$ cat src/hw/rtl/assert_macros.svh
// assertion macros shared by the tilt angle rtl
`ifndef ASSERT_MACROS_SVH
`define ASSERT_MACROS_SVH

// antecedent implies consequent in the same cycle
`define TILT_ASSERT_SAME(lbl, clk, rst_n, ante, cons, msg) \
  lbl: assert property (@(posedge clk) disable iff (!rst_n) (ante) |-> (cons)) \
    else $error(msg);

// antecedent implies consequent in the next cycle
`define TILT_ASSERT_NEXT(lbl, clk, rst_n, ante, cons, msg) \
  lbl: assert property (@(posedge clk) disable iff (!rst_n) (ante) |=> (cons)) \
    else $error(msg);

`endif

$ cat src/hw/rtl/tilt_pkg.sv
// shared widths, constants, control struct and arctangent table for the tilt angle unit
package tilt_pkg;

  localparam int IN_W        = 16;
  localparam int OUT_W       = 15;
  localparam int FRAC_BITS   = 16;
  localparam int ANGLE_FRAC  = 16;
  localparam int DW          = 36;
  localparam int MAG_W       = 33;
  localparam int AW          = 32;
  localparam int ABS_W       = IN_W + 1;
  localparam int GAIN_W      = 30;
  localparam int LO_W        = 16;
  localparam int HI_W        = MAG_W - LO_W;
  localparam int PL_W        = LO_W + GAIN_W;
  localparam int PH_W        = HI_W + GAIN_W;
  localparam int SUM_W       = PH_W + LO_W;
  localparam int TABLE_LEN   = 24;
  localparam int ANGLE_LIMIT = 9000;

  localparam logic [GAIN_W-1:0] INV_GAIN_Q30 = 30'd652032875;
  localparam logic [SUM_W-1:0]  GAIN_RND     = SUM_W'(1) << (GAIN_W - 1);

  typedef struct packed {
    logic vld;
    logic x_zero;
  } tilt_ctl_t;

  function automatic logic signed [AW-1:0] atan_entry(input int idx);
    logic signed [AW-1:0] val;
    begin
      case (idx)
        0:       val = 32'sd294912000;
        1:       val = 32'sd174096719;
        2:       val = 32'sd91987925;
        3:       val = 32'sd46694507;
        4:       val = 32'sd23437865;
        5:       val = 32'sd11730358;
        6:       val = 32'sd5866610;
        7:       val = 32'sd2933484;
        8:       val = 32'sd1466764;
        9:       val = 32'sd733385;
        10:      val = 32'sd366693;
        11:      val = 32'sd183346;
        12:      val = 32'sd91673;
        13:      val = 32'sd45837;
        14:      val = 32'sd22918;
        15:      val = 32'sd11459;
        16:      val = 32'sd5730;
        17:      val = 32'sd2865;
        18:      val = 32'sd1432;
        19:      val = 32'sd716;
        20:      val = 32'sd358;
        21:      val = 32'sd179;
        22:      val = 32'sd90;
        23:      val = 32'sd45;
        default: val = '0;
      endcase
      return val;
    end
  endfunction

endpackage

$ cat src/hw/rtl/tilt_gain_mul.sv
// two-stage multiply of the magnitude by the inverse cordic gain with rounding
module tilt_gain_mul (
  input  logic                                clk,
  input  logic                                rst_n,
  input  tilt_pkg::tilt_ctl_t                 ctl_i,
  input  logic [tilt_pkg::MAG_W-1:0]          mag_i,
  input  logic signed [tilt_pkg::IN_W-1:0]    x_i,
  output tilt_pkg::tilt_ctl_t                 ctl_o,
  output logic [tilt_pkg::MAG_W-1:0]          r_o,
  output logic signed [tilt_pkg::IN_W-1:0]    x_o
);

  tilt_pkg::tilt_ctl_t                 ctl1_r, ctl2_r;
  logic [tilt_pkg::PL_W-1:0]           pl_r, pl_nxt;
  logic [tilt_pkg::PH_W-1:0]           ph_r, ph_nxt;
  logic signed [tilt_pkg::IN_W-1:0]    x1_r, x2_r;
  logic [tilt_pkg::SUM_W-1:0]          sum_nxt;
  logic [tilt_pkg::MAG_W-1:0]          r_r;

  always_comb begin
    pl_nxt  = tilt_pkg::PL_W'(mag_i[tilt_pkg::LO_W-1:0]) * tilt_pkg::PL_W'(tilt_pkg::INV_GAIN_Q30);
    ph_nxt  = tilt_pkg::PH_W'(mag_i[tilt_pkg::MAG_W-1:tilt_pkg::LO_W])
              * tilt_pkg::PH_W'(tilt_pkg::INV_GAIN_Q30);
    sum_nxt = {ph_r, {tilt_pkg::LO_W{1'b0}}} + tilt_pkg::SUM_W'(pl_r) + tilt_pkg::GAIN_RND;
  end

  always_ff @(posedge clk) begin
    if (!rst_n) begin
      ctl1_r <= '0;
      ctl2_r <= '0;
    end else begin
      ctl1_r <= ctl_i;
      ctl2_r <= ctl1_r;
    end
  end

  always_ff @(posedge clk) begin
    pl_r <= pl_nxt;
    ph_r <= ph_nxt;
    x1_r <= x_i;
    r_r  <= sum_nxt[tilt_pkg::GAIN_W +: tilt_pkg::MAG_W];
    x2_r <= x1_r;
  end

  assign ctl_o = ctl2_r;
  assign r_o   = r_r;
  assign x_o   = x2_r;

endmodule

$ cat config.mk
export PLATFORM = sky130hd
export DESIGN_NAME = tilt_gain_mul
export DESIGN_NICKNAME = d
export VERILOG_FILES = /design/src/hw/rtl/assert_macros.svh /design/src/hw/rtl/tilt_pkg.sv /design/src/hw/rtl/tilt_gain_mul.sv
export SDC_FILE = /design/constraint.sdc
export NUM_CORES = 1
export LEC_CHECK = 0
export ABC_CLOCK_PERIOD_IN_PS = 9600
export BUFFER_PORTS_ARGS = -buffer_cell sky130_fd_sc_hd__buf_4
export CAP_MARGIN = 30
export CORE_MARGIN = 2
export CORE_UTILIZATION = 65
export CTS_CLUSTER_SIZE = 12
export DETAILED_ROUTE_END_ITERATION = 6
export PLACE_DENSITY_LB_ADDON = 0.12
export SYNTH_ARGS = -nofsm -noshare
export SYNTH_HDL_FRONTEND = slang
export SYNTH_SLANG_ARGS = --single-unit
$ cat constraint.sdc
create_clock -name clk -period 9.6 [get_ports clk]
set_clock_uncertainty 0.15 [all_clocks]
set_input_delay 0.48 -clock clk [delete_from_list [all_inputs] [get_ports clk]]
set_output_delay 0.48 -clock clk [all_outputs]
set_load 0.02 [all_outputs]
==> summary.txt <==
Outcome
  – Status: finished, final reports clean

Yosys
  – Cell taking the most area after synthesis: fa_1
  – Fraction of registers with async set/reset: 0%
  – Synth Register Bits: 146
  – Gate Count Post-Synth: 2,311
  – Yosys warns: 0
  – Unique cell type count in the Yosys netlist: 65
  – Synthesized Nets: around 3,100
  – Mapped cell area: 22,600 um^2
  – EDFF count, synth: 0
  – Main synth FF type: dfxtp_1
  – Top post-synthesis cells by area: fa_1 (36%), ha_1 (21%), dfxtp_1 (13%), inv_1 (11%), xnor2_1 (2.5%)
  – Syn avg cell area: 9.76 um^2
  – Yosys top cell area share: between 30% and 40%
  – Register area share after synthesis: 13.0%

Global routing
  – Initial antenna violation count: 0
  – Largest net degree at the start of global routing: 17
  – GRT Residual Overflow: 0
  – Tot GR Track Use: 34.2%
  – Vias in the first global route: 16,900
  – First-pass GRT wire length: between 90 and 100 mm

Timing
  – Period utilization: between 60% and 70%
  – Fmax: 158 MHz
  – Slew at the pin closest to its max-slew limit: between 800 and 900 ps
  – Fin crit period: approximately 6300 ps
  – Unrepaired setup endpoints after global routing: false
  – Final count of hold timing violations: 0
  – Fin. max-slew vios: 0
  – Setup_tns: 0 ps
  – Slew margin rel.: 43.6%
  – Final setup viols: 0

Route
  – DR pass1 iterations: 7
  – ANT nets after route: 0
  – Residual DRC: 0
  – WL/cell: about 20 um
  – DRT iter0 DRCs: between 1,000 and 1,500
  – Vias: roughly 16,000
  – Vias per cell: ~5.5
  – Drt total wl: 57.3 mm

Setup path
  – R2R Path End: r_o[32]$_DFF_P_
  – Crit path max-delay cell type: fa_1
  – Crit path depth: 20
  – Critical Path RT: 9790 ps
  – Most common cell on crit path: fa_1
  – WP data arrival: 6510 ps
  – Worst path bufs/invs: 5
  – R2R setup slack: around 6100 ps
  – Worst Setup Start Kind: input port
  – R2R cell count: 10
  – Crit path to: ph_r[44]$_DFF_P_
  – Worst R2R Start: pl_r[19]$_DFF_P_
  – CP startpoint: mag_i[30]
  – Crit. End Element: register
  – Critical-path maximum fanout: 8
  – Critical Path Max Stage Delay: 570 ps
  – Critical path class: in -> reg
  – Family with the most delay on the worst path: adder cells
  – Cell Chain, Critical Path: buf_4 > ha_1 > inv_1 > fa_1 > fa_1 > inv_1 > fa_1 > fa_1 > inv_1 > fa_1 > inv_1 > ha_1 > nand2_1 > o21ai_0 > a211oi_1 > a21oi_1 > o211ai_1 > o31ai_1 > nand4b_1 > o311ai_1

Clock network
  – Clk buf depth: 2
  – Clk pin slew, worst setup/hold paths: around 60 ps
  – CTS Buf Count: 17
  – # resized after CTS: 0
  – TritonCTS clock tree: yes
  – Root Driver: clkbuf_16
  – Clk sinks: between 100 and 150
  – CTS H-tree depth: 4
  – Worst-Skew Late Latency: between 400 and 500 ps

Finish
  – Layout cells sized above 1: under 10%
  – Most frequent cells in the layout: inv_1 (678), fa_1 (402), ha_1 (375)
  – Nets@finish: ~3,300
  – Antenna Cells: 0
  – Final Non-Filler Cells: between 2,000 and 3,000
  – Most common cell after layout, fill and taps aside: inv_1
  – Area growth syn-to-layout: 8.77%

Floorplanning
  – DIE AREA: between 30,000 and 40,000 um^2
  – Number of I/O pins: roughly 100
  – Num rows: just under 70
  – Core ar.: 34,400 um^2
  – Die X: roughly 190 um
  – Starting Density: around 66%
  – Die Y: 190 um

Placed design
  – # port buffers: roughly 100
  – Placed cells: between 2,000 and 3,000
  – Routability congestion estimate: 1.06
  – Post-DP HPWL: between 50 and 60 mm

Flow run
  – Max Cap Violations: 0

Hold path
  – HP Class: in -> reg
==> worst min-delay path by stage <==
stage	start	endpoint	slack [ps]	cells after the start
floorplan	x1_r[0]$_DFF_P_	x_o[0]$_DFF_P_	160	0
global placement	x1_r[3]$_DFF_P_	x_o[3]$_DFF_P_	160	0
detailed placement	x1_r[13]$_DFF_P_	x_o[13]$_DFF_P_	160	0
CTS	ctl_i[0]	ctl1_r[0]$_SDFF_PN0_	110	2
global route	ctl_i[0]	ctl1_r[0]$_SDFF_PN0_	130	2
finish	ctl_i[1]	ctl1_r[1]$_SDFF_PN0_	130	2
==> metal layers <==
| layer | GRT usage (%) | wire length [um] | part of all wire [%] |
|---|---|---|---|
| met5 | 0 | 0 | 0 |
| met4 | 6.17 | 849 | 1.5 |
| met3 | 11.2 | 5550 | 9.7 |
| met2 | 50.0 | 24300 | 43 |
| met1 | 50.2 | 26500 | 46 |
==> synth_stat cells (all sizes together), types with 6 or more instances <==
master	count
a211oi	9
a21o	38
a21oi	107
a221oi	6
a31oi	18
and2	11
and3	15
and4	7
clkbuf	20
dfxtp	146
fa	402
ha	375
inv	678
nand2	88
nand2b	8
nand3	23
nand4	25
nor2	54
nor2b	9
nor3	12
nor4	6
o211ai	12
o21a	6
o21ai	58
o21bai	17
or2	9
xnor2	64
xor2	32
==> kinds of logic after synthesis <==
group           Yosys count  synth area share, %
simple gates            276                 6.09
flops                   146                 13.0
compound gates          313                 8.96
xor+xnor                 96                 3.73
mux                       2               0.0887
fa+ha+maj               777                 56.5
buf+inv                 701                 11.7
==> area by class of cell <==
type                            instances  area [um^2]
Sequential cell                       146         2920
Timing Repair Buffer                  119          933
Inverter                              678         2540
Clock inverter                         14          151
Tap cell                              455          569
Fill cell                            2653         9830
Clock buffer                           17          425
Multi-Input combinational cell       1464        17000
==> per-stage QoR <==
stage / hold slack [ps] / utilization (%) / setup WS (ps) / instance area [um^2]
after global routing: 128 / 71.4 / 3070 / 24500
after detailed placement: 162 / 69.3 / 2920 / 23800
after global placement: 160 / 69.3 / 3060 / 23800
after CTS: 109 / 71.4 / 3340 / 24500
after floorplan: 160 / - / 3620 / 22600
final: 134 / 71.4 / 3280 / 24500
==> flip-flops by register name, indices dropped and copies added (netlist names) <==
register,cells
ctl1_r,2
ctl_o,2
ph_r,47
pl_r,30
r_o,33
x1_r,16
x_o,16
==> timing repair <==
item	CTS	global route
buffers inserted	0	0
hold endpoints to repair	16	0
hold buffers	16	0
Power is not shown: default switching activity piles up to over one toggle a cycle in this logic, so the estimate is an artifact.
