$ cat src/hw/rtl/assert_macros.svh
// assertion macros shared by the tilt angle rtl
`ifndef ASSERT_MACROS_SVH
`define ASSERT_MACROS_SVH

// antecedent implies consequent in the same cycle
`define TILT_ASSERT_SAME(lbl, clk, rst_n, ante, cons, msg) \
  lbl: assert property (@(posedge clk) disable iff (!rst_n) (ante) |-> (cons)) \
    else $error(msg);

// antecedent implies consequent in the next cycle
`define TILT_ASSERT_NEXT(lbl, clk, rst_n, ante, cons, msg) \
  lbl: assert property (@(posedge clk) disable iff (!rst_n) (ante) |=> (cons)) \
    else $error(msg);

`endif

$ cat src/hw/rtl/tilt_pkg.sv
// shared widths, constants, control struct and arctangent table for the tilt angle unit
package tilt_pkg;

  localparam int IN_W        = 16;
  localparam int OUT_W       = 15;
  localparam int FRAC_BITS   = 16;
  localparam int ANGLE_FRAC  = 16;
  localparam int DW          = 36;
  localparam int MAG_W       = 33;
  localparam int AW          = 32;
  localparam int ABS_W       = IN_W + 1;
  localparam int GAIN_W      = 30;
  localparam int LO_W        = 16;
  localparam int HI_W        = MAG_W - LO_W;
  localparam int PL_W        = LO_W + GAIN_W;
  localparam int PH_W        = HI_W + GAIN_W;
  localparam int SUM_W       = PH_W + LO_W;
  localparam int TABLE_LEN   = 24;
  localparam int ANGLE_LIMIT = 9000;

  localparam logic [GAIN_W-1:0] INV_GAIN_Q30 = 30'd652032875;
  localparam logic [SUM_W-1:0]  GAIN_RND     = SUM_W'(1) << (GAIN_W - 1);

  typedef struct packed {
    logic vld;
    logic x_zero;
  } tilt_ctl_t;

  function automatic logic signed [AW-1:0] atan_entry(input int idx);
    logic signed [AW-1:0] val;
    begin
      case (idx)
        0:       val = 32'sd294912000;
        1:       val = 32'sd174096719;
        2:       val = 32'sd91987925;
        3:       val = 32'sd46694507;
        4:       val = 32'sd23437865;
        5:       val = 32'sd11730358;
        6:       val = 32'sd5866610;
        7:       val = 32'sd2933484;
        8:       val = 32'sd1466764;
        9:       val = 32'sd733385;
        10:      val = 32'sd366693;
        11:      val = 32'sd183346;
        12:      val = 32'sd91673;
        13:      val = 32'sd45837;
        14:      val = 32'sd22918;
        15:      val = 32'sd11459;
        16:      val = 32'sd5730;
        17:      val = 32'sd2865;
        18:      val = 32'sd1432;
        19:      val = 32'sd716;
        20:      val = 32'sd358;
        21:      val = 32'sd179;
        22:      val = 32'sd90;
        23:      val = 32'sd45;
        default: val = '0;
      endcase
      return val;
    end
  endfunction

endpackage

$ cat src/hw/rtl/tilt_mag_stage.sv
// one registered cordic vectoring micro-rotation of the magnitude pass
`include "assert_macros.svh"

module tilt_mag_stage #(
  parameter int SHIFT = 0
) (
  input  logic                               clk,
  input  logic                               rst_n,
  input  tilt_pkg::tilt_ctl_t                ctl_i,
  input  logic signed [tilt_pkg::DW-1:0]     a_i,
  input  logic signed [tilt_pkg::DW-1:0]     b_i,
  input  logic signed [tilt_pkg::IN_W-1:0]   x_i,
  output tilt_pkg::tilt_ctl_t                ctl_o,
  output logic signed [tilt_pkg::DW-1:0]     a_o,
  output logic signed [tilt_pkg::DW-1:0]     b_o,
  output logic signed [tilt_pkg::IN_W-1:0]   x_o
);

  tilt_pkg::tilt_ctl_t                 ctl_r;
  logic signed [tilt_pkg::DW-1:0]      a_r, a_nxt;
  logic signed [tilt_pkg::DW-1:0]      b_r, b_nxt;
  logic signed [tilt_pkg::IN_W-1:0]    x_r;

  always_comb begin
    if (!b_i[tilt_pkg::DW-1]) begin
      a_nxt = a_i + (b_i >>> SHIFT);
      b_nxt = b_i - (a_i >>> SHIFT);
    end else begin
      a_nxt = a_i - (b_i >>> SHIFT);
      b_nxt = b_i + (a_i >>> SHIFT);
    end
  end

  always_ff @(posedge clk) begin
    if (!rst_n) begin
      ctl_r <= '0;
    end else begin
      ctl_r <= ctl_i;
    end
  end

  always_ff @(posedge clk) begin
    a_r <= a_nxt;
    b_r <= b_nxt;
    x_r <= x_i;
  end

  assign ctl_o = ctl_r;
  assign a_o   = a_r;
  assign b_o   = b_r;
  assign x_o   = x_r;

  `TILT_ASSERT_NEXT(a_stays_nonneg, clk, rst_n, ctl_i.vld && !a_i[tilt_pkg::DW-1], !a_r[tilt_pkg::DW-1], "magnitude accumulator went negative")

endmodule

$ cat config.mk
export PLATFORM = sky130hd
export DESIGN_NAME = tilt_mag_stage
export DESIGN_NICKNAME = d
export VERILOG_FILES = /design/src/hw/rtl/tilt_pkg.sv /design/src/hw/rtl/tilt_mag_stage.sv
export VERILOG_INCLUDE_DIRS = /design/src /design/src/hw/rtl
export SDC_FILE = /design/constraint.sdc
export NUM_CORES = 1
export LEC_CHECK = 0
export BUFFER_PORTS_ARGS = -buffer_cell sky130_fd_sc_hd__clkbuf_2
export CAP_MARGIN = 0
export CORE_ASPECT_RATIO = 0.7
export CORE_MARGIN = 2
export CORE_UTILIZATION = 51
export DETAILED_ROUTE_END_ITERATION = 12
export PLACE_DENSITY = 0.78
export SLEW_MARGIN = 10
export SYNTH_ARGS = -nofsm -noshare
export SYNTH_HDL_FRONTEND = slang
export SYNTH_SLANG_ARGS = --single-unit
$ cat constraint.sdc
create_clock -name clk -period 2.4 [get_ports clk]
set_input_delay 0.12 -clock clk [delete_from_list [all_inputs] [get_ports clk]]
set_output_delay 0.12 -clock clk [all_outputs]
set_load 0.005 [all_outputs]
==> results of run 1 <==
## synthesized netlist by cell type, types with 6 or more instances
cell type,instances
a211o_1,8
a211oi_1,7
a21o_1,14
a21oi_1,124
a21oi_2,6
and2_1,7
and3_1,6
buf_1,6
buf_2,16
clkbuf_1,18
dfxtp_1,89
ha_1,105
inv_1,100
mux2i_1,14
nand2_1,57
nand2b_1,10
nand3_1,23
nand4_1,14
nor2_1,109
nor2b_1,12
nor3_1,20
o211ai_1,10
o21a_1,8
o21ai_0,71
o21ai_1,11
o21bai_1,20
o31ai_1,9
or3_1,9
xnor2_1,62
## stage by stage
step	hold slack, ps	instances	setup TNS [ps]	worst slack, ps	util
after floorplan	147.7	1082	0	82.70	-
after global placement	222.2	1732	-9034	-415.6	0.7107
after detailed placement	223.9	1732	-10180	-468.9	0.7107
after CTS	8.835	1770	-16.83	-16.83	0.7441
after global routing	43.55	1775	-151.5	-35.03	0.7676
final	27.16	1775	0	18.57	0.7676
## cell families after synthesis
| family | Yosys count |
|---|---|
| AOI/OAI and AO/OA | 360 |
| xor gates and xnor gates | 66 |
| adders and majority gates | 108 |
| buffers and inverters | 154 |
| DFF | 89 |
| muxes | 15 |
| and+or+nand+nor | 290 |
## final cells by class
cell class,count,area share
timing repair buffer,499,0.2702
multi-input combinational,839,0.5069
tap,225,0.02264
clock buffer,10,0.01841
inverter,107,0.03250
sequential,89,0.1433
clock inverter,6,0.006037
## critical path, cell delays in order
cell and delay [ps]:
buf_4 100, inv_2 50, ha_4 170, fa_2 360
nand2b_4 150, a211o_1 340, a31oi_4 250, nand4_1 250
a21oi_4 210, o21bai_1 110, and2_4 160, o41a_1 310
nand4_1 80
## sequential cells by signal (all words and copies together) (netlist names)
register  cells
b_o          36
a_o          35
x_o          16
ctl_o         2
## final timing paths
path / startpoint / end / slack (ps) / depth (start not counted)
setup / recovery: a_i[0] / a_o[28]$_DFF_P_ / 20 / 13
hold / removal: a_i[35] / b_o[35]$_DFF_P_ / 30 / 2
## power groups by stage
stage | clock (uW) | combinational, uW | sequential [uW]
3_3_place_gp | 0 | 2840 | 1900
3_5_place_dp | 0 | 2880 | 1910
5_1_grt | 1570 | 3390 | 1910
6_report | 1500 | 3170 | 1890
2_1_floorplan | 0 | 1400 | 1930
4_1_cts | 1510 | 2940 | 1880
## layer usage
layer / track usage / vias to the layer above
li1: - / 4736
met1: 0.5359 / 4743
met2: 0.5421 / 696
met3: 0.1142 / 50
met4: 0.07030 / 0
met5: 0 / -
## timing repair
| action | CTS | global route |
|---|---|---|
| gates resized for setup | 5 | 84 |
| endpoints found under the hold margin | 18 | 0 |
| endpoints found under the setup margin | 2 | 37 |
| setup buffers | 2 | 5 |
| pin swaps | 2 | 22 |
| hold buffers | 20 | 0 |
==> results.ini, run 1 <==
[run_status]
outcome=finished, final reports clean

[detailed_routing]
drt-vias-per-instance=5.761
vias=10230
dr_wl_met2_um=14000
remaining_drc_errors=0
drt_first_iter_violations=1489
postRouteAntennaNets=0
first_pass_iters=7
post_drt_wl_per_cell_um=18.97
top_layer=met4
m1WireLength_um=14530
routed_wl_um=33670
wl_met3_um=4703

[layout]
final.fill_count=1223
antenna_cells=0
multiInputGateArea_mm2=0.006304
layout_common_cells=buf_4, clkbuf_2, a21oi_1, nor2_1, inv_1
final_common_cell=buf_4
fin_area_mm2=0.01244
drive_above_1_share=0.3858
fin_nets=1745
area_growth_pct=48.70
regArea_mm2=0.001782

[clock_tree]
clkTransAtPathRegs_ps=70
clockBufferDepth=2
cts_max_level=3
cts_tree=yes
clock-root-buffer=clkbuf_16
cts_made_buffers=9
clock_sinks=89

[sta]
setup_viol=0
fin_crit_sh=0.9923
worst_pin_slew_ps=621.0
relSlewSlack=0.5835
fmax_ghz=0.4199
hold_viol=0
layout_min_cycle_time_ps=2381
rsz0062_at_grt=yes
slew_viol_final=0

[place]
place_congestion=1.004
place_area_mm2=0.01151
io_buffers=181
dp_hpwl_um=26130

[pwr]
netSwitchingFraction=0.3786
p_int_uw=4076
power.share.clock=0.229
power.density_mw_per_mm2=527.5
net-switching-power_uw=2484
p_total_uw=6560
peakVddDrop_mv=0.4266
p_comb_frac=0.484
seq_power_share=0.288
leakagePower_uw=0.006079

[synth]
syn_area_mm2=0.008363
synthAdderAreaFrac=0.1643
yosys.area_share.xor_xnor=0.06912
synth_compound_area_frac=0.2889
synthMuxAreaShare=0.01810
synth_ff_type=dfxtp_1
ys_seq_elements=89
ys_seq_area_frac=0.2130
synth_largest_area_cell=dfxtp_1
synth_area_leaders=dfxtp_1, ha_1, a21oi_1, xnor2_1, nor2_1
syn_nets=1282
synthArstFlopShare=0
synth_top_cell_area_share=0.2130
synth_cells=1082
synthSimpleGateAreaFrac=0.1703
synth_top_family_by_area=compound AO/OA/AOI/OAI gates
synth_edf_count=0
synth_cell_types=90
yosysWarnings=0
syn_avg_cell_area_um2=7.729

[grt]
track_usage=0.3705
grt_pass1_vias=9642
grt_start_max_net_pins=35
gr-total-overflow=0
grt_pass1_wl_um=50760
antenna_found_initial=0

[critical_path]
startpoint_type=input port
critPathKind=in -> reg
crit_fanout=3
endpoint_kind=flip-flop
crit_arrival_ps=2680
required_ps=2700

[die]
dieArea_mm2=0.01746
die_w_um=157.1
num_rows=39
core_area_mm2=0.01620
dieHeight_um=111.1
start_util=0.5162
io_pins=182

[flow_run]
maxCapViolCount=0

[worst_hold_path]
min_path_type=in -> reg

No activity file was read; power rests on OpenSTA's default activity.
==> inputs of run 2 (changes only) <==
--- a/config.mk
+++ b/config.mk
@@ -11,8 +11,10 @@
 export CORE_ASPECT_RATIO = 0.7
 export CORE_MARGIN = 2
 export CORE_UTILIZATION = 51
+export CTS_CLUSTER_DIAMETER = 200
 export DETAILED_ROUTE_END_ITERATION = 12
-export PLACE_DENSITY = 0.78
+export PLACE_DENSITY = 0.81
+export RECOVER_POWER = 100
 export SLEW_MARGIN = 10
 export SYNTH_ARGS = -nofsm -noshare
 export SYNTH_HDL_FRONTEND = slang
==> run 2 against run 1 <==
Compared with the run above:
- clock power rose by 3%
- cell area down 0.39%
- power rose by 0.77%
- first-iteration DRC count down 16%
- clock-buffer cell count is the same
- combinational power about the same
- sequential power barely moved
- maximum frequency fell by 3.9%
- die area is the same
- critical path depth stayed put
- the run now ends with negative setup slack left
- via count is 1.0% higher
- global-route usage rose by 0.25 points
==> results.ini, run 2 (synthesized netlist as in run 1, its figures left out) <==
[grt]
track_usage=0.3730  ; +0.002471
grt_pass1_wl_um=50720  ; about the same
gr-total-overflow=0  ; unchanged
grt_start_max_net_pins=56  ; +60%
antenna_found_initial=0  ; unchanged
grt_pass1_vias=9709  ; +0.69%

[clock_tree]
clock-root-buffer=clkbuf_16
cts_made_buffers=9  ; unchanged
clkTransAtPathRegs_ps=80  ; about the same
clock_sinks=89  ; unchanged
clockBufferDepth=2  ; unchanged
cts_max_level=3  ; unchanged
cts_tree=yes

[worst_hold_path]
min_to=b_o[35]$_DFF_P_
min_from=a_i[35]
min_path_type=in -> reg
min_path_cells=2  ; unchanged

[detailed_routing]
postRouteAntennaNets=0  ; unchanged
drt_first_iter_violations=1252  ; -16%
first_pass_iters=7  ; unchanged
drt-vias-per-instance=5.844  ; +1.4%
vias=10330  ; +1.0%
remaining_drc_errors=0  ; unchanged
post_drt_wl_per_cell_um=19.87  ; +4.8%
routed_wl_um=35140  ; +4.4%

[pwr]
seq_power_share=0.285  ; -0.003
peakVddDrop_mv=0.4417  ; +3.5%
leakagePower_uw=0.005911  ; -2.8%
p_comb_frac=0.480  ; -0.004
power.share.clock=0.235  ; +0.006
net-switching-power_uw=2557  ; +3.0%
power.density_mw_per_mm2=533.7  ; +1.2%
netSwitchingFraction=0.3869  ; +0.008262
p_int_uw=4053  ; -0.57%

[critical_path]
startpoint_type=input port
endpoint_kind=flip-flop
required_ps=2640  ; -60 ps
crit_buf_inv=3  ; +1
crit_arrival_ps=2720  ; +40 ps
path_delay_family=compound AO/OA/AOI/OAI gates
critPathKind=in -> reg
crit_fanout=3  ; unchanged
slowest_stage=fa_2
cp-startpoint=a_i[0]
worstPathCellList=buf_6 > inv_1 > ha_2 > fa_2 > nand2b_4 > a211o_1 > a31oi_4 > nand4_1 > a21oi_2 > buf_4 > o211ai_1 > o2bb2ai_1 > xnor2_1
crit_path_max_incr_delay_ps=370  ; about the same

[sta]
slew_viol_final=0  ; unchanged
fmax_ghz=0.4037  ; -3.9%
setup_viol=7  ; +7
layout_min_cycle_time_ps=2477  ; +95.77 ps
fin_crit_sh=1.032  ; +0.03990
fin_ws_ps=-77.20  ; -95.77 ps
rsz0062_at_grt=yes
relSlewSlack=0.5547  ; -0.02885
worst_pin_slew_ps=668.0  ; +47.02 ps
setup-tns-final_ps=-316.9  ; -316.9 ps
hold_viol=0  ; unchanged

[die]
die_w_um=157.1  ; unchanged
num_rows=39  ; unchanged
core_area_mm2=0.01620  ; unchanged
dieHeight_um=111.1  ; unchanged
io_pins=182  ; unchanged
dieArea_mm2=0.01746  ; unchanged
start_util=0.5162  ; unchanged

[place]
io_buffers=181  ; unchanged
place_congestion=1.062  ; +5.7%
dp_hpwl_um=26930  ; +3.1%
dp_slack_ps=-433.8  ; +35.16 ps

[layout]
fin_nets=1738  ; -0.40%
largest_reg_flops=36  ; unchanged
area_growth_pct=48.12
antenna_cells=0  ; unchanged
layout_common_cells=buf_4, clkbuf_2, a21oi_1, nor2_1, inv_1
final_common_cell=buf_4
final.fill_count=1249  ; +2.1%
drive_above_1_share=0.3558  ; -0.03001

[run_status]
outcome=finished with violations
violations=negative setup slack

[flow_run]
maxCapViolCount=0  ; unchanged

-- run 2: cell count changes in the layout (fill, tap and decap cells not counted), sizes merged --
cell	change
buf	-6
clkbuf	-1
clkinv	+1
clkinvlp	-1
-- run 2: worst max-delay path by stage --
stage,slack (ps),endpoint,cells after the start
2_1_floorplan,80,a_o[28]$_DFF_P_,12
3_5_place_dp,-430,b_o[26]$_DFF_P_,15
6_report,-80,a_o[32]$_DFF_P_,13
4_1_cts,10,b_o[28]$_DFF_P_,14
3_3_place_gp,-470,a_o[33]$_DFF_P_,13
5_1_grt,-150,a_o[24]$_DFF_P_,14
-- run 2: timing repair --
item,4_1_cts,5_1_grt
setup buffers,2,9
endpoints found under the setup margin,9,34
pin swaps,1,30
hold buffers,20,0
gates resized for setup,8,96
hold endpoints to repair,18,0
-- run 2: routing by layer --
| layer | part of all wire | vias up | global-route usage | wire length, um |
|---|---|---|---|---|
| li1 | - | 4709 | - | - |
| met1 | 0.44 | 4850 | 0.5399 | 15440 |
| met2 | 0.42 | 691 | 0.5523 | 14580 |
| met3 | 0.12 | 82 | 0.09304 | 4230 |
| met4 | 0.025 | 0 | 0.09152 | 882 |
| met5 | 0 | - | 0 | 0 |
-- run 2: layout make-up --
type | instances | area [um2] | area share
inverters | 107 | 406.6 | 0.03283
repair buffers | 492 | 3279 | 0.2647
clock inverters | 6 | 73.82 | 0.005960
clock buffers | 10 | 229.0 | 0.01848
flip-flops and latches | 89 | 1782 | 0.1438
multi-input cells | 839 | 6335 | 0.5114
well taps | 225 | 281.5 | 0.02273
-- run 2: power by group through the flow --
stage / combinational (uW) / clock (uW) / sequential (uW)
4_1_cts: 2940 / 1540 / 1880
6_report: 3170 / 1550 / 1880
3_5_place_dp: 2880 / 0 / 1910
5_1_grt: 3370 / 1600 / 1900
3_3_place_gp: 2840 / 0 / 1900
2_1_floorplan: 1400 / 0 / 1930
-- run 2: through the flow --
stage / power [uW] / hold WS [ps] / instances / util / area [um2]
floorplan: 3337 / 147.7 / 1082 / - / 8363
global placement: 4739 / 222.2 / 1721 / 0.7064 / 11440
detailed placement: 4795 / 223.9 / 1721 / 0.7064 / 11440
CTS: 6359 / 41.59 / 1759 / 0.7403 / 11990
global route: 6868 / 48.85 / 1768 / 0.7646 / 12390
finish: 6610 / 52.89 / 1768 / 0.7646 / 12390
