## config.mk

```make
export PLATFORM = sky130hd
export DESIGN_NAME = tilt_ang_stage
export DESIGN_NICKNAME = d
export VERILOG_FILES = /design/src/hw/rtl/assert_macros.svh /design/src/hw/rtl/tilt_pkg.sv /design/src/hw/rtl/tilt_ang_stage.sv
export SDC_FILE = /design/constraint.sdc
export NUM_CORES = 1
export LEC_CHECK = 0
export BUFFER_PORTS_ARGS = -buffer_cell sky130_fd_sc_hd__buf_4
export CORE_MARGIN = 2
export CORE_UTILIZATION = 25
export DETAILED_ROUTE_END_ITERATION = 10
export GPL_ROUTABILITY_DRIVEN = 1
export PLACE_DENSITY = 0.41
export SETUP_SLACK_MARGIN = 0.3
export SLEW_MARGIN = 10
export SYNTH_ARGS = -nofsm -noshare
export SYNTH_HDL_FRONTEND = slang
export SYNTH_SLANG_ARGS = --single-unit
```

## constraint.sdc

```tcl
create_clock -name clk -period 10.2 [get_ports clk]
set_clock_uncertainty 0.05 [all_clocks]
set_input_delay 2.55 -clock clk [delete_from_list [all_inputs] [get_ports clk]]
set_output_delay 2.55 -clock clk [all_outputs]
set_load 0.05 [all_outputs]
```

## src/hw/rtl/assert_macros.svh

```systemverilog
// assertion macros shared by the tilt angle rtl
`ifndef ASSERT_MACROS_SVH
`define ASSERT_MACROS_SVH

// antecedent implies consequent in the same cycle
`define TILT_ASSERT_SAME(lbl, clk, rst_n, ante, cons, msg) \
  lbl: assert property (@(posedge clk) disable iff (!rst_n) (ante) |-> (cons)) \
    else $error(msg);

// antecedent implies consequent in the next cycle
`define TILT_ASSERT_NEXT(lbl, clk, rst_n, ante, cons, msg) \
  lbl: assert property (@(posedge clk) disable iff (!rst_n) (ante) |=> (cons)) \
    else $error(msg);

`endif

```

## src/hw/rtl/tilt_pkg.sv

```systemverilog
// shared widths, constants, control struct and arctangent table for the tilt angle unit
package tilt_pkg;

  localparam int IN_W        = 16;
  localparam int OUT_W       = 15;
  localparam int FRAC_BITS   = 16;
  localparam int ANGLE_FRAC  = 16;
  localparam int DW          = 36;
  localparam int MAG_W       = 33;
  localparam int AW          = 32;
  localparam int ABS_W       = IN_W + 1;
  localparam int GAIN_W      = 30;
  localparam int LO_W        = 16;
  localparam int HI_W        = MAG_W - LO_W;
  localparam int PL_W        = LO_W + GAIN_W;
  localparam int PH_W        = HI_W + GAIN_W;
  localparam int SUM_W       = PH_W + LO_W;
  localparam int TABLE_LEN   = 24;
  localparam int ANGLE_LIMIT = 9000;

  localparam logic [GAIN_W-1:0] INV_GAIN_Q30 = 30'd652032875;
  localparam logic [SUM_W-1:0]  GAIN_RND     = SUM_W'(1) << (GAIN_W - 1);

  typedef struct packed {
    logic vld;
    logic x_zero;
  } tilt_ctl_t;

  function automatic logic signed [AW-1:0] atan_entry(input int idx);
    logic signed [AW-1:0] val;
    begin
      case (idx)
        0:       val = 32'sd294912000;
        1:       val = 32'sd174096719;
        2:       val = 32'sd91987925;
        3:       val = 32'sd46694507;
        4:       val = 32'sd23437865;
        5:       val = 32'sd11730358;
        6:       val = 32'sd5866610;
        7:       val = 32'sd2933484;
        8:       val = 32'sd1466764;
        9:       val = 32'sd733385;
        10:      val = 32'sd366693;
        11:      val = 32'sd183346;
        12:      val = 32'sd91673;
        13:      val = 32'sd45837;
        14:      val = 32'sd22918;
        15:      val = 32'sd11459;
        16:      val = 32'sd5730;
        17:      val = 32'sd2865;
        18:      val = 32'sd1432;
        19:      val = 32'sd716;
        20:      val = 32'sd358;
        21:      val = 32'sd179;
        22:      val = 32'sd90;
        23:      val = 32'sd45;
        default: val = '0;
      endcase
      return val;
    end
  endfunction

endpackage

```

## src/hw/rtl/tilt_ang_stage.sv

```systemverilog
// one registered cordic vectoring micro-rotation of the angle pass
module tilt_ang_stage #(
  parameter int SHIFT = 0
) (
  input  logic                             clk,
  input  logic                             rst_n,
  input  tilt_pkg::tilt_ctl_t              ctl_i,
  input  logic signed [tilt_pkg::DW-1:0]   u_i,
  input  logic signed [tilt_pkg::DW-1:0]   v_i,
  input  logic signed [tilt_pkg::AW-1:0]   ang_i,
  output tilt_pkg::tilt_ctl_t              ctl_o,
  output logic signed [tilt_pkg::DW-1:0]   u_o,
  output logic signed [tilt_pkg::DW-1:0]   v_o,
  output logic signed [tilt_pkg::AW-1:0]   ang_o
);

  localparam logic signed [tilt_pkg::AW-1:0] ATAN_STEP = tilt_pkg::atan_entry(SHIFT);

  tilt_pkg::tilt_ctl_t                ctl_r;
  logic signed [tilt_pkg::DW-1:0]     u_r, u_nxt;
  logic signed [tilt_pkg::DW-1:0]     v_r, v_nxt;
  logic signed [tilt_pkg::AW-1:0]     ang_r, ang_nxt;

  always_comb begin
    if (!v_i[tilt_pkg::DW-1]) begin
      u_nxt   = u_i + (v_i >>> SHIFT);
      v_nxt   = v_i - (u_i >>> SHIFT);
      ang_nxt = ang_i + ATAN_STEP;
    end else begin
      u_nxt   = u_i - (v_i >>> SHIFT);
      v_nxt   = v_i + (u_i >>> SHIFT);
      ang_nxt = ang_i - ATAN_STEP;
    end
  end

  always_ff @(posedge clk) begin
    if (!rst_n) begin
      ctl_r <= '0;
    end else begin
      ctl_r <= ctl_i;
    end
  end

  always_ff @(posedge clk) begin
    u_r   <= u_nxt;
    v_r   <= v_nxt;
    ang_r <= ang_nxt;
  end

  assign ctl_o = ctl_r;
  assign u_o   = u_r;
  assign v_o   = v_r;
  assign ang_o = ang_r;

endmodule
```

==> results of run 1 <==
## worst paths after layout
path | end | slack [ns] | depth (start not counted) | startpoint
max | v_o[33]$_DFF_P_ | 4.68 | 12 | u_i[6]
min | ang_o[2]$_DFF_P_ | 2.21 | 1 | ang_i[2]
## Yosys cell counts, types with 5 or more instances
master,n
a21oi_1,128
ha_1,117
inv_1,112
dfxtp_1,105
nor2_1,88
xnor2_1,67
o21ai_0,58
nand2_1,54
a21o_1,36
clkbuf_1,28
o21bai_1,23
nor3_1,22
nand3_1,20
a211oi_1,17
mux2i_1,16
o21ai_1,16
nand2b_1,15
nand4_1,14
nor2b_1,13
and2_1,12
o21a_1,12
o31ai_1,12
xor2_1,12
buf_1,10
nor4_1,10
o211ai_1,10
a211o_1,9
inv_2,7
and3_1,6
buf_2,6
a221oi_1,5
a31oi_1,5
## worst max-delay path, cell delays in order
cell and delay, ns:
buf_4 0.10, inv_1 0.04, ha_1 0.41, a211oi_1 0.34, o21ai_0 0.17, a221oi_1 0.39, o21ai_1 0.19, a31oi_1 0.50
o21ai_1 0.26, a2111oi_0 0.48, a21oi_1 0.12, xnor2_1 0.19
## state kept, by name (all words and copies together), names as in the netlist
| signal | cells |
|---|---|
| ctl_o | 2 |
| v_o | 35 |
| ang_o | 32 |
| u_o | 36 |
## power by group
group	internal, mW	leakage, nW	switching (mW)
sequential	0.494	0.886	0.0277
clock	0.200	0.160	0.201
combinational	0.299	4.25	0.627
total	0.992	5.30	0.856
## per-layer routing
metal,GRT usage [%],vias to the layer above,share of wire [%]
met2,26.7,266,43
met4,5.34,0,1.9
li1,-,4344,-
met1,24.8,4158,50
met3,2.82,37,4.6
met5,0,-,0
## through the flow
stage                     instances  instance area [um^2]  setup WS, ns  utilization (%)  total power [mW]
after floorplan                1142                  8950          5.20                -              1.15
after global placement         1770                 10900          4.29             30.9              1.46
after detailed placement       1770                 10900          4.36             30.9              1.46
after CTS                      1786                 11300          4.77             31.8              1.88
after global routing           1786                 11300          4.48             31.8              1.95
final                          1786                 11300          4.68             31.8              1.85
## final cells by class
cell class              count  area (um^2)  share of cell area [%]
multi-input cells         867         6180                    54.9
inverters                 122          459                    4.08
well taps                 461          577                    5.12
clock buffers               9          225                    2.00
clock inverters             7          108                   0.955
flip-flops and latches    105         2100                    18.7
repair buffers            215         1610                    14.3
## logic make-up (layout without fill, tap and decap cells)
| family | count (synthesis) | count (layout) | synth area share, % |
|---|---|---|---|
| and+or+nand+nor | 276 | 276 | 15.2 |
| DFF | 105 | 105 | 23.5 |
| adders and majority gates | 121 | 121 | 17.3 |
| buffers and inverters | 170 | 353 | 7.44 |
| AOI/OAI and AO/OA | 373 | 373 | 26.9 |
| xor gates and xnor gates | 79 | 79 | 7.73 |
| muxes | 18 | 18 | 2.04 |
==> results.md, run 1 <==
- Cells after Synth: 1,142
- Post-synthesis cell area: 8950 um^2
- RSZ-0062 raised after global routing: false
- TritonCTS clock tree: done
- Core area: between 30,000 and 40,000 um^2
- DRT iter0 DRCs: around 590
- Clk Tree Root Cell: clkbuf_16
- Largest net degree at the start of global routing: 83
- First-pass GRT wire length: ~51,000 um
- FF+latch count, synth: 105
- Tmin final: 5.52 ns
- Number of max-cap violations: 0
- Die area: 37,300 um^2
- Area leader, netlist: dfxtp_1
- Slew Limit Headroom: 32.8%
- LEAKAGE: 5.30 nW
- Commonest non-fill, non-tap cell in the layout: buf_4
- Measured slew at the worst slew-check pin: roughly 1.0 ns
- Peak VDD IR: 89.7 uV
- Mean post-synth cell area: 7.84 um^2
- Final Max Slew Viols: 0
- Vias in the first global route: 8,527
- Final Hold Viols: 0
- Setup TNS: 0 ns
- Seq/Total Area, Yosys: 23.5%
- Fraction of layout cells with a size suffix above 1: 19.5%
- # nets final: 1,549
- Req. time, crit path: roughly 10 ns
- Worst setup EP type: flip-flop
- # resized after CTS: 0
- Port bufs: about 210
- Die width: 193 um
- Clk pin slew, worst setup/hold paths: 0.08 ns
- WS Path Type: primary input to flip-flop
- Drt drc: 0
- Via Count: 8,805
- Total routed wirelength: between 30,000 and 40,000 um
- Detailed Place HPWL: 26,300 um
- WL/cell: around 19 um
- PwrDens: 164 nW/um^2
- Hold crit path type: primary input to flip-flop
- Clk sinks: 105
- Diodes inserted: 0
- Most common flop cell mapped by yosys: dfxtp_1
- FP Rows: 69
- Post-synth ARST share: 0%
- Outcome: finished clean
- Warnings, synthesis: 0
- # H-tree levels: 3
- Clock buffer depth: 2
- Setup Viol. Count Final: 0
- Leading cell types in the layout, fill and taps excluded: 215 x buf_4, 128 x a21oi_1, 117 x ha_1
- Final Wtd Congestion: ~0.86
- Fillers: 3,871
- Final hold slack: 2.21 ns
- Initial Utilization: 25.3%
- # IOs: 214
- Num CTS Buffers: 9
- Top cell type's share of synthesized area: between 20% and 30%
- Grt ovf: 0
- Avg Vias per Cell: 4.93
- Pre-Repair DR Iteration Count: 5
- GRT Resource Usage Total: 17.4%
- Post-CTS Repair Setup Buffers: 0
- Hold-fix buffers at CTS: 0
- Routed Antenna Nets: 0
- Top area cells in the synthesized netlist: dfxtp_1 23%, ha_1 16%, a21oi_1 7.2%, xnor2_1 6.6%, inv_1 4.7%
- Final worst path period share: between 50 and 60%
- Max Clk Rate: 0.181 GHz
- Initial antenna violation count: 0
- Element type at the critical path start: primary input
- Area Overhead vs Synth: 25.9%
- EDFF count, synth: 0
- Synthesized Nets: 1,371
- Die Height: approximately 190 um
- Crit-path max FO: 8
- Yosys cell types: 72
- WP data arrival: 5.75 ns
(Power assumes the default switching activity.)
==> inputs of run 2 (changes only) <==
--- a/config.mk
+++ b/config.mk
@@ -10,7 +10,7 @@
 export CORE_UTILIZATION = 25
 export DETAILED_ROUTE_END_ITERATION = 10
 export GPL_ROUTABILITY_DRIVEN = 1
-export PLACE_DENSITY = 0.41
+export PLACE_DENSITY = 0.43
 export SETUP_SLACK_MARGIN = 0.3
 export SLEW_MARGIN = 10
 export SYNTH_ARGS = -nofsm -noshare
==> constraint.sdc (replaced) <==
create_clock -name clk -period 4.7 [get_ports clk]
set_clock_uncertainty 0.05 [all_clocks]
set_input_delay 1.175 -clock clk [delete_from_list [all_inputs] [get_ports clk]]
set_output_delay 1.175 -clock clk [all_outputs]
set_load 0.05 [all_outputs]
==> run 2 against run 1 <==
Net effect:
- global-route usage is essentially flat
- critical path depth is the same
- flip-flop and latch count is the same
- critical endpoint unchanged
- setup slack lost 3.9 ns
- clock power grew 110%
- final cell count grew 1.3%
- combinational power grew 120%
- clock-buffer cell count is the same
- total power grew 120%
- via count shrank 0.31%
==> results.md, run 2 (same netlist as run 1, synthesis figures left out) <==
- Top Family by Delay on Critical Path: compound AO/OA/AOI/OAI gates
- Max reg flops: 36
- Req. time, crit path: 4.96 ns
- Peak VDD IR: around 190 uV
- PwrDens: approximately 350 nW/um^2
- Tmin final: 3.91 ns
- Total routed wirelength: approximately 33,000 um
- Slew Limit Headroom: 47.9%
- Hold Startpoint: ang_i[14]
- Number of max-cap violations: 0
- Clk Tree Root Cell: clkbuf_16
- Crit-path max FO: 8
- Layout Cells excl Fill: 1,809
- WL/cell: 18.1 um
- Commonest non-fill, non-tap cell in the layout: buf_4
- Outcome: finished clean
- Worst path bufs/invs: 2
- Grt ovf: 0
- Clk sinks: 105
- Worst setup EP type: flip-flop
- Area Overhead vs Synth: 27.7%
- Final hold slack: 0.831 ns
- First-pass GRT wire length: 51,000 um
- WP data arrival: 4.16 ns
- GRT Resource Usage Total: 17.4%
- Num CTS Buffers: 9
- Routed Antenna Nets: 0
- Leading cell types in the layout, fill and taps excluded: 238 x buf_4, 128 x a21oi_1, 117 x ha_1
- Avg Vias per Cell: 4.85
- Measured slew at the worst slew-check pin: 0.774 ns
- # IOs: 214
- Placed Cells: 1,793
- Core area: 35,400 um^2
- Hold crit path type: primary input to flip-flop
- Slowest cell delay on critical path: 0.50 ns
- Critical Path Most Common Cell: o21ai_1
- Final Wtd Congestion: 0.871
- Vias in the first global route: 8,729
- Setup TNS: 0 ns
- Initial Utilization: 25.3%
- # H-tree levels: 3
- Drt drc: 0
- Fraction of layout cells with a size suffix above 1: 20.9%
- Final Hold Viols: 0
- Die area: 37,300 um^2
- Port bufs: 213
- LEAKAGE: about 5.4 nW
- FP Rows: 69
- Final Max Slew Viols: 0
- WS Path Type: primary input to flip-flop
- Design Power: 3.99 mW
- TritonCTS clock tree: done
- Largest net degree at the start of global routing: 58
- Pre-Repair DR Iteration Count: 7
- Diodes inserted: 0
- Worst path slowest cell: a2111oi_0
- CP cell instances: buf_4, inv_1, ha_1, a211oi_1, o21ai_0, a221oi_1, o21ai_1, a31oi_2, o21ai_1, a2111oi_0, a21oi_1, xnor2_1
- Die Height: roughly 190 um
- Final worst path period share: 83.1%
- Clk pin slew, worst setup/hold paths: around 0.090 ns
- Die width: approximately 190 um
- Element type at the critical path start: primary input
- Via Count: between 8,000 and 9,000
- Max Clk Rate: 0.256 GHz
- Detailed Place HPWL: 26,500 um
- RSZ-0062 raised after global routing: false
- DRT iter0 DRCs: around 420
- Initial antenna violation count: 0
- # nets final: about 1,600
- Setup Viol. Count Final: 0
- Crit path from: u_i[6]
- Clock buffer depth: 2
-- run 2: cell count changes in the layout (fill, tap and decap cells not counted), sizes merged --
cell	delta
buf	+23
bufinv	-1
inv	+1
-- run 2: final cells by class --
class	instances	area, um^2
fill	3889	24000
inverter	122	459
sequential	105	2100
multi-input combinational	867	6190
timing repair buffer	238	1790
clock buffer	9	225
tap	461	577
clock inverter	7	93.8
-- run 2: metal layers --
metal	vias up	track usage (%)	routed length, um
met5	-	0	0
met4	0	4.64	526
met3	29	2.93	1460
met2	251	27.4	14500
met1	4106	24.5	16300
li1	4392	-	-
-- run 2: repair_timing --
action                                  4_1_cts  5_1_grt
hold buffers                                  0        0
resized for setup                             0        1
buffers inserted                              0        0
endpoints found under the setup margin        0        1
-- run 2: power by group --
part | switching, mW | total, mW | internal [mW] | leakage [nW]
combinational | 1.36 | 2.03 | 0.668 | 4.37
clock | 0.443 | 0.830 | 0.387 | 0.154
sequential | 0.0619 | 1.13 | 1.07 | 0.886
total | 1.86 | 3.99 | 2.13 | 5.40
-- run 2: per-stage QoR --
step / util, % / area (um^2) / setup WS [ns]
finish: 32.3 / 11400 / 0.793
global route: 32.3 / 11400 / 0.408
CTS: 32.3 / 11400 / 0.801
detailed placement: 31.4 / 11100 / 0.388
global placement: 31.4 / 11100 / 0.382
floorplan: - / 8950 / 1.07
-- run 2: worst paths after layout --
kind	end	slack, ns	cells after the start
min	ang_o[14]$_DFF_P_	0.83	1
max	v_o[33]$_DFF_P_	0.79	12
==> inputs of run 3 (changes only) <==
==> constraint.sdc (replaced) <==
create_clock -name clk -period 3.3 [get_ports clk]
set_clock_uncertainty 0.05 [all_clocks]
set_input_delay 0.825 -clock clk [delete_from_list [all_inputs] [get_ports clk]]
set_output_delay 0.825 -clock clk [all_outputs]
set_load 0.05 [all_outputs]
==> run 3 against run 2 <==
Net effect:
- clock-buffer cell count stayed put
- final area is 27% higher
- clock power is 43% higher
- combinational power is 77% higher
- critical path type unchanged
- largest cell class unchanged
- highest routed layer unchanged
==> results.md, run 3 (same netlist as run 1, synthesis figures left out) <==
- LEAKAGE: just under 7 nW
- Grt ovf: 0
- Hold-fix buffers at CTS: 0
- Hold depth: 1
- Area Overhead vs Synth: 62.6%
- Core area: 35,400 um^2
- Max reg flops: 36
- Worst path slowest cell: o41a_1
- Met2 usage: 30.2%
- Flop pwr share: 25.2%
- GRT Resource Usage Total: around a fifth
- Clock buffer depth: 2
- Outcome: finished clean
- Drt drc: 0
- Via Count: between 9,000 and 10,000
- Area of the multi-input gates: 7050 um^2
- Tmin final: 3.11 ns
- Gr busiest metal: met2
- FF+latch area: 2100 um^2
- Net Sw Power: 2.87 mW
- Diodes inserted: 0
- Element type at the critical path start: primary input
- # nets final: 1,859
- Final worst path period share: 94.1%
- Measured slew at the worst slew-check pin: 0.566 ns
- Commonest non-fill, non-tap cell in the layout: buf_4
- Pint: 3.52 mW
- Avg Vias per Cell: 4.68
- WP data arrival: 3.36 ns
- Clk pin slew, worst setup/hold paths: 0.09 ns
- Clk Tree Root Cell: clkbuf_16
- Req. time, crit path: approximately 3.6 ns
- Num CTS Buffers: 9
- Detailed Place HPWL: 29,200 um
- Die width: 193 um
- Clk sinks: approximately 110
- Largest net degree at the start of global routing: 48
- Design area: 14,600 um^2
- Final hold slack: 0.484 ns
- DRT iter0 DRCs: 515
- Setup Viol. Count Final: 0
- Slowest cell delay on critical path: 0.45 ns
- FP Rows: a little under 70
- Hold-critical path endpoint: ang_o[1]$_DFF_P_
- Slew Limit Headroom: 61.9%
- CP cell instances: buf_8, ha_4, fa_2, nor2b_4, o221ai_2, a211oi_2, a211o_1, nor4b_4, o41a_1, a311oi_2, xnor2_1
- Peak VDD IR: 271 uV
- Placed instance area: roughly 13,000 um^2
- First-pass GRT wire length: 55,400 um
- Pre-Repair DR Iteration Count: 5
- Initial antenna violation count: 0
- Hold crit path type: primary input to flip-flop
- WL/cell: 17.1 um
- Die Height: roughly 190 um
- GR Layer Usage met1: 26.5%
- Initial Utilization: 25.3%
- Gate power share: 56.2%
- Vias in the first global route: a little under 10,000
- Crit-path max FO: 5
- RSZ-0062 raised after global routing: true
- Max Clk Rate: between 0.3 and 0.4 GHz
- Fraction of layout cells with a size suffix above 1: 42.9%
- Die area: 37,300 um^2
- Fillers: approximately 3,700
- Port bufs: between 200 and 250
- Total routed wirelength: 35,800 um
- TritonCTS clock tree: done
- # H-tree levels: 3
- Global-route track usage on met3: under 10%
- Routed Antenna Nets: 0
- Number of max-cap violations: 0
- Design Power: 6.38 mW
- WS Path Type: primary input to flip-flop
- Sw frac: 44.9%
- Hold Startpoint: ang_i[1]
- Leading cell types in the layout, fill and taps excluded: 509 x buf_4, 115 x a21oi_1, 105 x dfxtp_1
- # IOs: between 200 and 250
- PwrDens: between 400 and 500 nW/um^2
- Clock share of power: 18.6%
- Final Wtd Congestion: 0.882
- Final Max Slew Viols: 0
- Worst setup EP type: flip-flop
- Final Hold Viols: 0
run 3: worst max-delay path, delay by kind of cell:
kind | cells | cell delay (ns)
AOI/OAI and AO/OA | 5 | 1.45
adders and majority gates | 2 | 0.52
and+or+nand+nor | 2 | 0.31
xor gates and xnor gates | 1 | 0.15
buffers and inverters | 1 | 0.11
run 3: final cells by class:
class	instances	share of cell area, %
multi-input cells	867	48.4
inverters	122	3.30
clock inverters	7	0.645
well taps	461	3.96
clock buffers	9	1.55
repair buffers	525	27.7
flip-flops and latches	105	14.4
run 3: worst max path at each step:
stage,startpoint,endpoint,slack (ns)
detailed placement,v_i[0],v_o[28]$_DFF_P_,-0.42
CTS,v_i[0],u_o[28]$_DFF_P_,0.22
floorplan,u_i[0],v_o[28]$_DFF_P_,0.15
global placement,v_i[0],v_o[22]$_DFF_P_,-0.34
global route,u_i[12],u_o[32]$_DFF_P_,0.15
finish,v_i[0],v_o[28]$_DFF_P_,0.19
run 3: repair_timing:
item / 4_1_cts / 5_1_grt
gates cloned: 0 / 0
pin swaps: 37 / 47
resized for setup: 72 / 89
endpoints found under the setup margin: 31 / 39
buffers inserted: 16 / 10
run 3: stage by stage:
| stage | setup slack (ns) | cells | setup TNS, ns | utilization (%) |
|---|---|---|---|---|
| 2_1_floorplan | 0.148 | 1142 | 0 | - |
| 3_3_place_gp | -0.345 | 2054 | -6.96 | 37.7 |
| 3_5_place_dp | -0.418 | 2054 | -7.86 | 37.7 |
| 4_1_cts | 0.223 | 2086 | 0 | 39.9 |
| 5_1_grt | 0.148 | 2096 | 0 | 41.1 |
| 6_report | 0.195 | 2096 | 0 | 41.1 |
run 3: per-layer routing:
metal / wire length (um) / up-vias
met5: 0 / -
met4: 269 / 0
met3: 1570 / 23
met2: 16200 / 252
met1: 17700 / 4557
li1: - / 4971
run 3: power by group through the flow:
stage	Combinational (mW)	Sequential [mW]	Clock (mW)
2_1_floorplan	1.09	2.53	0
3_3_place_gp	3.36	1.64	0
3_5_place_dp	3.36	1.64	0
4_1_cts	3.48	1.62	1.23
5_1_grt	3.81	1.64	1.27
6_report	3.59	1.61	1.19
